===== config.mk =====
export PLATFORM = sky130hd
export DESIGN_NAME = depth_filtered_weighted_select_top
export DESIGN_NICKNAME = d
export VERILOG_FILES = /design/src/rtl/core/dfws_pkg.sv /design/src/rtl/core/depth_filtered_weighted_select_top.sv
export SDC_FILE = /design/constraint.sdc
export NUM_CORES = 2
export LEC_CHECK = 0
export ABC_AREA = 1
export BUFFER_PORTS_ARGS = -buffer_cell sky130_fd_sc_hd__buf_2
export CAP_MARGIN = 0
export CORE_MARGIN = 1
export CORE_UTILIZATION = 60
export DETAILED_ROUTE_END_ITERATION = 6
export GPL_ROUTABILITY_DRIVEN = 0
export PLACE_DENSITY_LB_ADDON = 0.3
export SLEW_MARGIN = 5
export SYNTH_ARGS = -nofsm -noshare
export SYNTH_HDL_FRONTEND = slang
export SYNTH_SLANG_ARGS = --single-unit

===== constraint.sdc =====
create_clock -name clk -period 8.15 [get_ports clk]
set_clock_uncertainty 0.2 [all_clocks]
set_input_delay 1.63 -clock clk [delete_from_list [all_inputs] [get_ports clk]]
set_output_delay 1.63 -clock clk [all_outputs]
set_load 0.05 [all_outputs]

===== src/rtl/core/dfws_pkg.sv =====
// ----------------------------------------------------------------------------
// dfws_pkg: shared types for the depth-filtered weighted select block
// Request and response payload structs and command codes.
// ----------------------------------------------------------------------------
package dfws_pkg;

  localparam int unsigned FIELD_W = 16;

  localparam logic CMD_WRITE  = 1'b0;
  localparam logic CMD_SAMPLE = 1'b1;

  typedef struct packed {
    logic                      command;
    logic [3:0]                entry_index;
    logic signed [FIELD_W-1:0] entry_low;
    logic signed [FIELD_W-1:0] entry_high;
    logic [FIELD_W-1:0]        entry_weight;
    logic [FIELD_W-1:0]        entry_kind;
    logic signed [FIELD_W-1:0] sample_depth;
    logic [FIELD_W-1:0]        random_fraction;
  } in_req_t;

  typedef struct packed {
    logic [FIELD_W-1:0] chosen_kind;
    logic               matched;
  } out_rsp_t;

endpackage


===== src/rtl/core/depth_filtered_weighted_select_top.sv =====
// ----------------------------------------------------------------------------
// depth_filtered_weighted_select_top: roulette selection over a depth table
// Timing: a write request is taken while idle and leaves the sequencer idle; a
//   sample request runs a sum pass, a multiply, a scan pass (skipped when the
//   total weight is 0) and the handoff to the output register before out_valid.
// Flow: one request at a time; a sample holds in_stall high through two passes
//   over the single read port of the entry memory (one entry per cycle each, a
//   read drain after each, N = entry count clamped to MAX_ENTRIES), the multiply
//   and the handoff, which waits while the output register is still held.
// Reset (rst_n, synchronous, active low): entry count 0, sequencer idle, no
//   result pending; table contents are undefined until written.
// ----------------------------------------------------------------------------
module depth_filtered_weighted_select_top #(
  parameter int unsigned MAX_ENTRIES = 16,
  parameter int unsigned WEIGHT_BITS = 16,
  parameter int unsigned RANDOM_BITS = 16
) (
  input  logic                clk,
  input  logic                rst_n,
  // configuration: entry count
  input  logic                cfg_we,
  input  logic [4:0]          cfg_wdata,
  // request channel
  input  logic                in_valid,
  output logic                in_stall,
  input  dfws_pkg::in_req_t   in_req,
  // response channel
  output logic                out_valid,
  input  logic                out_stall,
  output dfws_pkg::out_rsp_t  out_rsp
);

  // Stored weight and random value keep at most the 16 bits of their fields.
  localparam int unsigned SW     = (WEIGHT_BITS < 16) ? WEIGHT_BITS : 16;
  localparam int unsigned RW     = (RANDOM_BITS < 16) ? RANDOM_BITS : 16;
  localparam int unsigned IDX_W  = $clog2(MAX_ENTRIES);
  localparam int unsigned CNT_W  = $clog2(MAX_ENTRIES + 1);
  // Total weight of up to MAX_ENTRIES entries.
  localparam int unsigned TOT_W  = SW + CNT_W;
  // Both sides of r*T < S*2^RANDOM_BITS fit here.
  localparam int unsigned CMP_W  = TOT_W + RANDOM_BITS;
  localparam int unsigned PROD_W = RW + TOT_W;

  typedef struct packed {
    logic [15:0]   low;
    logic [15:0]   high;
    logic [SW-1:0] weight;
    logic [15:0]   kind;
  } entry_t;

  typedef enum logic [2:0] {
    S_IDLE,
    S_SUM,
    S_MUL,
    S_SCAN,
    S_RESULT
  } state_t;

  state_t             state_r;
  logic [4:0]         entry_count_r;
  logic [CNT_W-1:0]   cnt_r;
  logic [CNT_W-1:0]   iss_r;
  logic               rv_r;
  logic [15:0]        depth_r;
  logic [RW-1:0]      rand_r;
  logic [TOT_W-1:0]   total_r;
  logic [TOT_W-1:0]   run_r;
  logic [CMP_W-1:0]   prod_r;
  dfws_pkg::out_rsp_t res_r;
  dfws_pkg::out_rsp_t out_rsp_r;
  logic               out_valid_r;

  entry_t             mem [MAX_ENTRIES];
  entry_t             rd_data_r;

  logic               accept;
  logic               mem_we;
  logic [IDX_W-1:0]   wr_addr;
  entry_t             wr_entry;
  logic [IDX_W-1:0]   rd_addr;
  logic               issue;
  logic               eligible;
  logic [TOT_W-1:0]   w_ext;
  logic [TOT_W-1:0]   total_nxt;
  logic [TOT_W-1:0]   run_nxt;
  logic [PROD_W-1:0]  prod;
  logic               hit;
  logic               pass_end;
  logic [CNT_W-1:0]   cnt_nxt;

  // --------------------------------------------------------------------------
  // Handshake: take a request only while the sequencer is idle.
  // --------------------------------------------------------------------------
  assign in_stall  = (state_r != S_IDLE);
  assign accept    = in_valid && !in_stall;
  assign out_valid = out_valid_r;
  assign out_rsp   = out_rsp_r;

  // --------------------------------------------------------------------------
  // Table write: drop writes aimed past the end of the table.
  // --------------------------------------------------------------------------
  assign mem_we  = accept && (in_req.command == dfws_pkg::CMD_WRITE) &&
                   (32'(in_req.entry_index) < 32'(MAX_ENTRIES));
  assign wr_addr = IDX_W'(in_req.entry_index);

  always_comb begin
    wr_entry.low    = in_req.entry_low;
    wr_entry.high   = in_req.entry_high;
    wr_entry.weight = in_req.entry_weight[SW-1:0];
    wr_entry.kind   = in_req.entry_kind;
  end

  // Clamp an oversized entry count to the table depth.
  always_comb begin
    if (32'(entry_count_r) > 32'(MAX_ENTRIES)) begin
      cnt_nxt = CNT_W'(MAX_ENTRIES);
    end else begin
      cnt_nxt = CNT_W'(entry_count_r);
    end
  end

  // --------------------------------------------------------------------------
  // Read stream: one entry per cycle, data back in the next cycle (rv_r).
  // --------------------------------------------------------------------------
  assign issue    = ((state_r == S_SUM) || (state_r == S_SCAN)) && (iss_r < cnt_r);
  assign rd_addr  = iss_r[IDX_W-1:0];
  assign pass_end = !issue && !rv_r;

  always_ff @(posedge clk) begin
    if (mem_we) begin
      mem[wr_addr] <= wr_entry;
    end
    rd_data_r <= mem[rd_addr];
  end

  // Entry qualifies when its window holds the depth (empty windows never do).
  assign eligible  = rv_r &&
                     ($signed(depth_r) >= $signed(rd_data_r.low)) &&
                     ($signed(depth_r) <= $signed(rd_data_r.high));
  assign w_ext     = eligible ? TOT_W'(rd_data_r.weight) : '0;
  assign total_nxt = total_r + w_ext;
  assign run_nxt   = run_r + w_ext;

  // r * T, registered before the scan pass uses it.
  assign prod = rand_r * total_r;

  // Exact form of fraction < S / T.
  assign hit = eligible && (prod_r < (CMP_W'(run_nxt) << RANDOM_BITS));

  // --------------------------------------------------------------------------
  // Sequencer: sum pass, multiply, scan pass (skipped on zero total), then hand off the result.
  // --------------------------------------------------------------------------
  always_ff @(posedge clk) begin
    if (!rst_n) begin
      state_r       <= S_IDLE;
      entry_count_r <= '0;
      out_valid_r   <= 1'b0;
      rv_r          <= 1'b0;
      iss_r         <= '0;
      cnt_r         <= '0;
    end else begin
      if (cfg_we) begin
        entry_count_r <= cfg_wdata;
      end

      // Retire the held response once the far side takes it, unless a new
      // one moves in at the same edge.
      if (out_valid_r && !out_stall && (state_r != S_RESULT)) begin
        out_valid_r <= 1'b0;
      end

      rv_r <= issue;
      if (issue) begin
        iss_r <= iss_r + CNT_W'(1);
      end

      unique case (state_r)
        S_IDLE: begin
          if (accept && (in_req.command == dfws_pkg::CMD_SAMPLE)) begin
            cnt_r   <= cnt_nxt;
            iss_r   <= '0;
            depth_r <= in_req.sample_depth;
            rand_r  <= in_req.random_fraction[RW-1:0];
            total_r <= '0;
            run_r   <= '0;
            state_r <= S_SUM;
          end
        end
        S_SUM: begin
          total_r <= total_nxt;
          if (pass_end) begin
            state_r <= S_MUL;
          end
        end
        S_MUL: begin
          prod_r <= CMP_W'(prod);
          iss_r  <= '0;
          if (total_r == '0) begin
            res_r   <= '0;
            state_r <= S_RESULT;
          end else begin
            state_r <= S_SCAN;
          end
        end
        S_SCAN: begin
          run_r <= run_nxt;
          if (hit) begin
            res_r.chosen_kind <= rd_data_r.kind;
            res_r.matched     <= 1'b1;
            state_r           <= S_RESULT;
          end else if (pass_end) begin
            res_r   <= '0;
            state_r <= S_RESULT;
          end
        end
        S_RESULT: begin
          // Hold until the output register is free.
          if (!out_valid_r || !out_stall) begin
            out_rsp_r   <= res_r;
            out_valid_r <= 1'b1;
            state_r     <= S_IDLE;
          end
        end
        default: begin
          state_r <= S_IDLE;
        end
      endcase
    end
  end

  // --------------------------------------------------------------------------
  // Assertions
  // --------------------------------------------------------------------------
  a_scan_total_nonzero: assert property (@(posedge clk) disable iff (!rst_n)
    (state_r == S_SCAN) |-> (total_r != '0))
    else $error("scan pass started with zero total weight");

  a_issue_bounded: assert property (@(posedge clk) disable iff (!rst_n)
    ((state_r == S_SUM) || (state_r == S_SCAN)) |-> (iss_r <= cnt_r))
    else $error("read pointer ran past entry count");

  a_scan_always_hits: assert property (@(posedge clk) disable iff (!rst_n)
    (state_r == S_SCAN) |-> !(pass_end && !hit))
    else $error("scan pass ended without a selection despite nonzero total");

  a_sample_starts_sum: assert property (@(posedge clk) disable iff (!rst_n)
    (accept && (in_req.command == dfws_pkg::CMD_SAMPLE)) |=> (state_r == S_SUM))
    else $error("sample request did not start the sum pass");

  a_write_stays_idle: assert property (@(posedge clk) disable iff (!rst_n)
    (accept && (in_req.command == dfws_pkg::CMD_WRITE)) |=> (state_r == S_IDLE))
    else $error("write request left the sequencer busy");

endmodule

==> flow_metrics.tcl <==
set metrics [dict create \
    first_global_vias 39100 \
    worst_ep_arrival_time_ps 6710 \
    die_width_um 318 \
    yosys-top-cells-area "sky130_fd_sc_hd__edfxtp_1 (58%), sky130_fd_sc_hd__fa_1 (8.9%), sky130_fd_sc_hd__o21ai_0 (4.8%), sky130_fd_sc_hd__nand2_1 (4.3%), sky130_fd_sc_hd__nor2_1 (4.3%)" \
    cp_data_required_time_ps 8340 \
    multiInputGateArea_mm2 0.0204 \
    cts_buffers 119 \
    layout_worst_path_cycle_share 0.801 \
    yosys.area_share.xor_xnor 0.00630 \
    synth.mux.area_fraction 0 \
    post_synth_num_cell_types 46 \
    synthMostInstantiatedCell "sky130_fd_sc_hd__edfxtp_1" \
    post_synth_and_or_nand_nor_area_fraction 0.104 \
    final_hold_fails 0 \
    row_count 115 \
    fin_nets 5750 \
    cp-end-kind "flip-flop" \
    synthesis.nets 5733 \
    dp_cells 6345 \
    critical-path-slowest-cell "sky130_fd_sc_hd__nand3_1" \
    compound_gate_fraction_of_synth_area 0.0981 \
    synth_warnings 0 \
    htree_num_levels 3 \
    synth-seq-area-share 0.607 \
    start_util 0.607 \
    drt_pre_antenna_iters 6 \
    synthesis.instances 5162 \
    max-cap-violations 0 \
    adder_and_majority_gate_portion_of_the_synthesized_area 0.130 \
    hold_slack_ps 217 \
    cts_max_path_buffers 3 \
    achievable-frequency_mhz 153 \
    async_flop_share 0 \
    timing.critical_path.slowest_cell_delay_ps 520 \
    io-pin-count 130 \
    slew_viol_final 0 \
    drc_errors 0 \
    finalSetupTns_ps 0 \
    via_count 39800 \
    ff_latch_area_mm2 0.0363 \
    maxSlewHeadroom 0.146 \
    outcome "completed" \
    synth_ff_type "sky130_fd_sc_hd__edfxtp_1" \
    critical_path.most_common_cell "sky130_fd_sc_hd__nand2_1" \
    grt_setup_unrepaired "false" \
    initialDrtViolationCount 4917 \
    filler_cell_count 6897 \
    cts_tree "built" \
    critical_path_buf_inv_count 1 \
    die_area_mm2 0.101 \
    layout_area_overhead_pct 9.54 \
    final_antenna_net_count 0 \
    worst-path-max-fanout 17 \
    yosys_register_bits 1237 \
    port-buffer-count 129 \
    worst-setup-path-type "flip-flop to flip-flop" \
    synth_area_leader_cell "sky130_fd_sc_hd__edfxtp_1" \
    netlist_top_cells_count "sky130_fd_sc_hd__edfxtp_1 (1,153), sky130_fd_sc_hd__nand2_1 (678), sky130_fd_sc_hd__nor2_1 (677), sky130_fd_sc_hd__o21ai_0 (572), sky130_fd_sc_hd__inv_1 (550)" \
    cts_resized 0 \
    chipHeight_um 318 \
    cts_post_setup_buffers_inserted 0 \
    post_detailed_route_wirelength_per_cell_um 22.2 \
    coreArea_mm2 0.0986 \
    top_area_cell_type_share_of_the_netlist_area 0.579 \
    start_kind "flip-flop" \
    final_period_minus_worst_setup_slack_ps 6530 \
    tightest_slew_ps 1280 \
    cts_hold_buffers 0 \
    grt.total_usage 0.291 \
    clk_pin_slew_worst_paths_ps 60 \
    timing.hold.worst.class "flip-flop to flip-flop" \
    timing.critical_path.max_delay_family "simple AND/OR/NAND/NOR gates" \
    combinational_family_with_the_most_area_after_synthesis "adder cells" \
    cts_root_buffer "sky130_fd_sc_hd__clkbuf_16" \
    grt_antenna_before_repair 18 \
    global_route_wire_length_before_repair_um 226000 \
    tritoncts_num_sinks 1237 \
    synth_edf_count 1153 \
    cell_area_after_technology_mapping_mm2 0.0598 \
    route.detailed.vias_per_inst 6.05 \
    route.final.wire_length_um 146000 \
    fin_cells 6576 \
    setup_violations 0 \
    grt_overflow 0 \
    detailedPlacementHpwl_um 83900 \
    syn-mean-instance-area_um2 11.6 \
    drive_above_1_share 0.0763 \
    clkLatencyLatePin_ps 730 \
    largest_net_degree_at_the_start_of_global_routing 206 \
]
==> area by class of cell <==
cell class                 count  area share
multi-input combinational   3084       0.311
clock buffer                 151      0.0478
timing repair buffer         183      0.0178
clock inverter                72      0.0120
inverter                     554      0.0320
sequential                  1237       0.555
antenna                        8    0.000306
tap                         1287      0.0246
==> state kept, by name (all words and copies together) (netlist names) <==
register	flops
prod_r	21
cnt_r	5
rd_data_r	64
out_valid	1
iss_r	5
total_r	21
run_r	21
rv_r	1
out_rsp	17
depth_r	16
state_r	3
entry_count_r	5
mem	1024
rand_r	16
res_r	17
==> cells in the final DEF (no fill, tap or decap), types with 9 or more instances in the layout <==
| cell type | n |
|---|---|
| sky130_fd_sc_hd__a21o_1 | 9 |
| sky130_fd_sc_hd__a21oi_1 | 122 |
| sky130_fd_sc_hd__a31oi_1 | 9 |
| sky130_fd_sc_hd__buf_12 | 9 |
| sky130_fd_sc_hd__buf_2 | 129 |
| sky130_fd_sc_hd__buf_4 | 45 |
| sky130_fd_sc_hd__bufinv_16 | 14 |
| sky130_fd_sc_hd__clkbuf_1 | 29 |
| sky130_fd_sc_hd__clkbuf_16 | 119 |
| sky130_fd_sc_hd__clkinv_1 | 23 |
| sky130_fd_sc_hd__clkinv_2 | 23 |
| sky130_fd_sc_hd__dfxtp_1 | 81 |
| sky130_fd_sc_hd__edfxtp_1 | 1153 |
| sky130_fd_sc_hd__fa_1 | 265 |
| sky130_fd_sc_hd__ha_1 | 195 |
| sky130_fd_sc_hd__inv_1 | 547 |
| sky130_fd_sc_hd__nand2_1 | 678 |
| sky130_fd_sc_hd__nand3_1 | 152 |
| sky130_fd_sc_hd__nand4_1 | 15 |
| sky130_fd_sc_hd__nor2_1 | 657 |
| sky130_fd_sc_hd__nor2_4 | 27 |
| sky130_fd_sc_hd__nor3_1 | 10 |
| sky130_fd_sc_hd__o211ai_1 | 24 |
| sky130_fd_sc_hd__o21ai_0 | 572 |
| sky130_fd_sc_hd__o221ai_1 | 107 |
| sky130_fd_sc_hd__o22ai_1 | 150 |
| sky130_fd_sc_hd__xnor2_1 | 13 |
| sky130_fd_sc_hd__xor2_1 | 30 |
==> per-stage QoR <==
step / setup slack, ps / cell area, um^2 / utilization
after CTS: 1670 / 65500 / 0.664
after global placement: 1780 / 61600 / 0.625
after detailed placement: 1700 / 61600 / 0.625
final: 1620 / 65500 / 0.664
after floorplan: 2230 / 59800 / -
after global routing: 1110 / 65500 / 0.664
==> metal layers <==
| metal | vias up | routed length (um) | global-route usage |
|---|---|---|---|
| li1 | 17900 | - | - |
| met4 | 16 | 3960 | 0.0954 |
| met1 | 19400 | 57300 | 0.402 |
| met3 | 310 | 14100 | 0.0454 |
| met5 | - | 101 | 0 |
| met2 | 2153 | 70500 | 0.478 |
==> kinds of logic after synthesis <==
logic type / after synthesis
XOR/XNOR: 43
flip-flops: 1237
AND/OR/NAND/NOR: 1560
buffers and inverters: 841
adder cells (fa/ha/maj): 460
AO/OA/AOI/OAI: 1021
==> worst paths after layout <==
| kind | startpoint | depth (start not counted) | to | slack, ps |
|---|---|---|---|---|
| worst min register to register | res_r[13]$_SDFFCE_PN0P_ | 0 | out_rsp[13]$_DFFE_PP_ | 220 |
| worst min-delay path | res_r[13]$_SDFFCE_PN0P_ | 0 | out_rsp[13]$_DFFE_PP_ | 220 |
| worst max register to register | depth_r[9]$_DFFE_PP_ | 32 | res_r[16]$_SDFFCE_PN0P_ | 1620 |
| worst max-delay path | depth_r[9]$_DFFE_PP_ | 32 | res_r[16]$_SDFFCE_PN0P_ | 1620 |
Power is left out: the tool's default activity adds up to more than one toggle a clock period on the data nets, which glitch-free logic cannot reach.
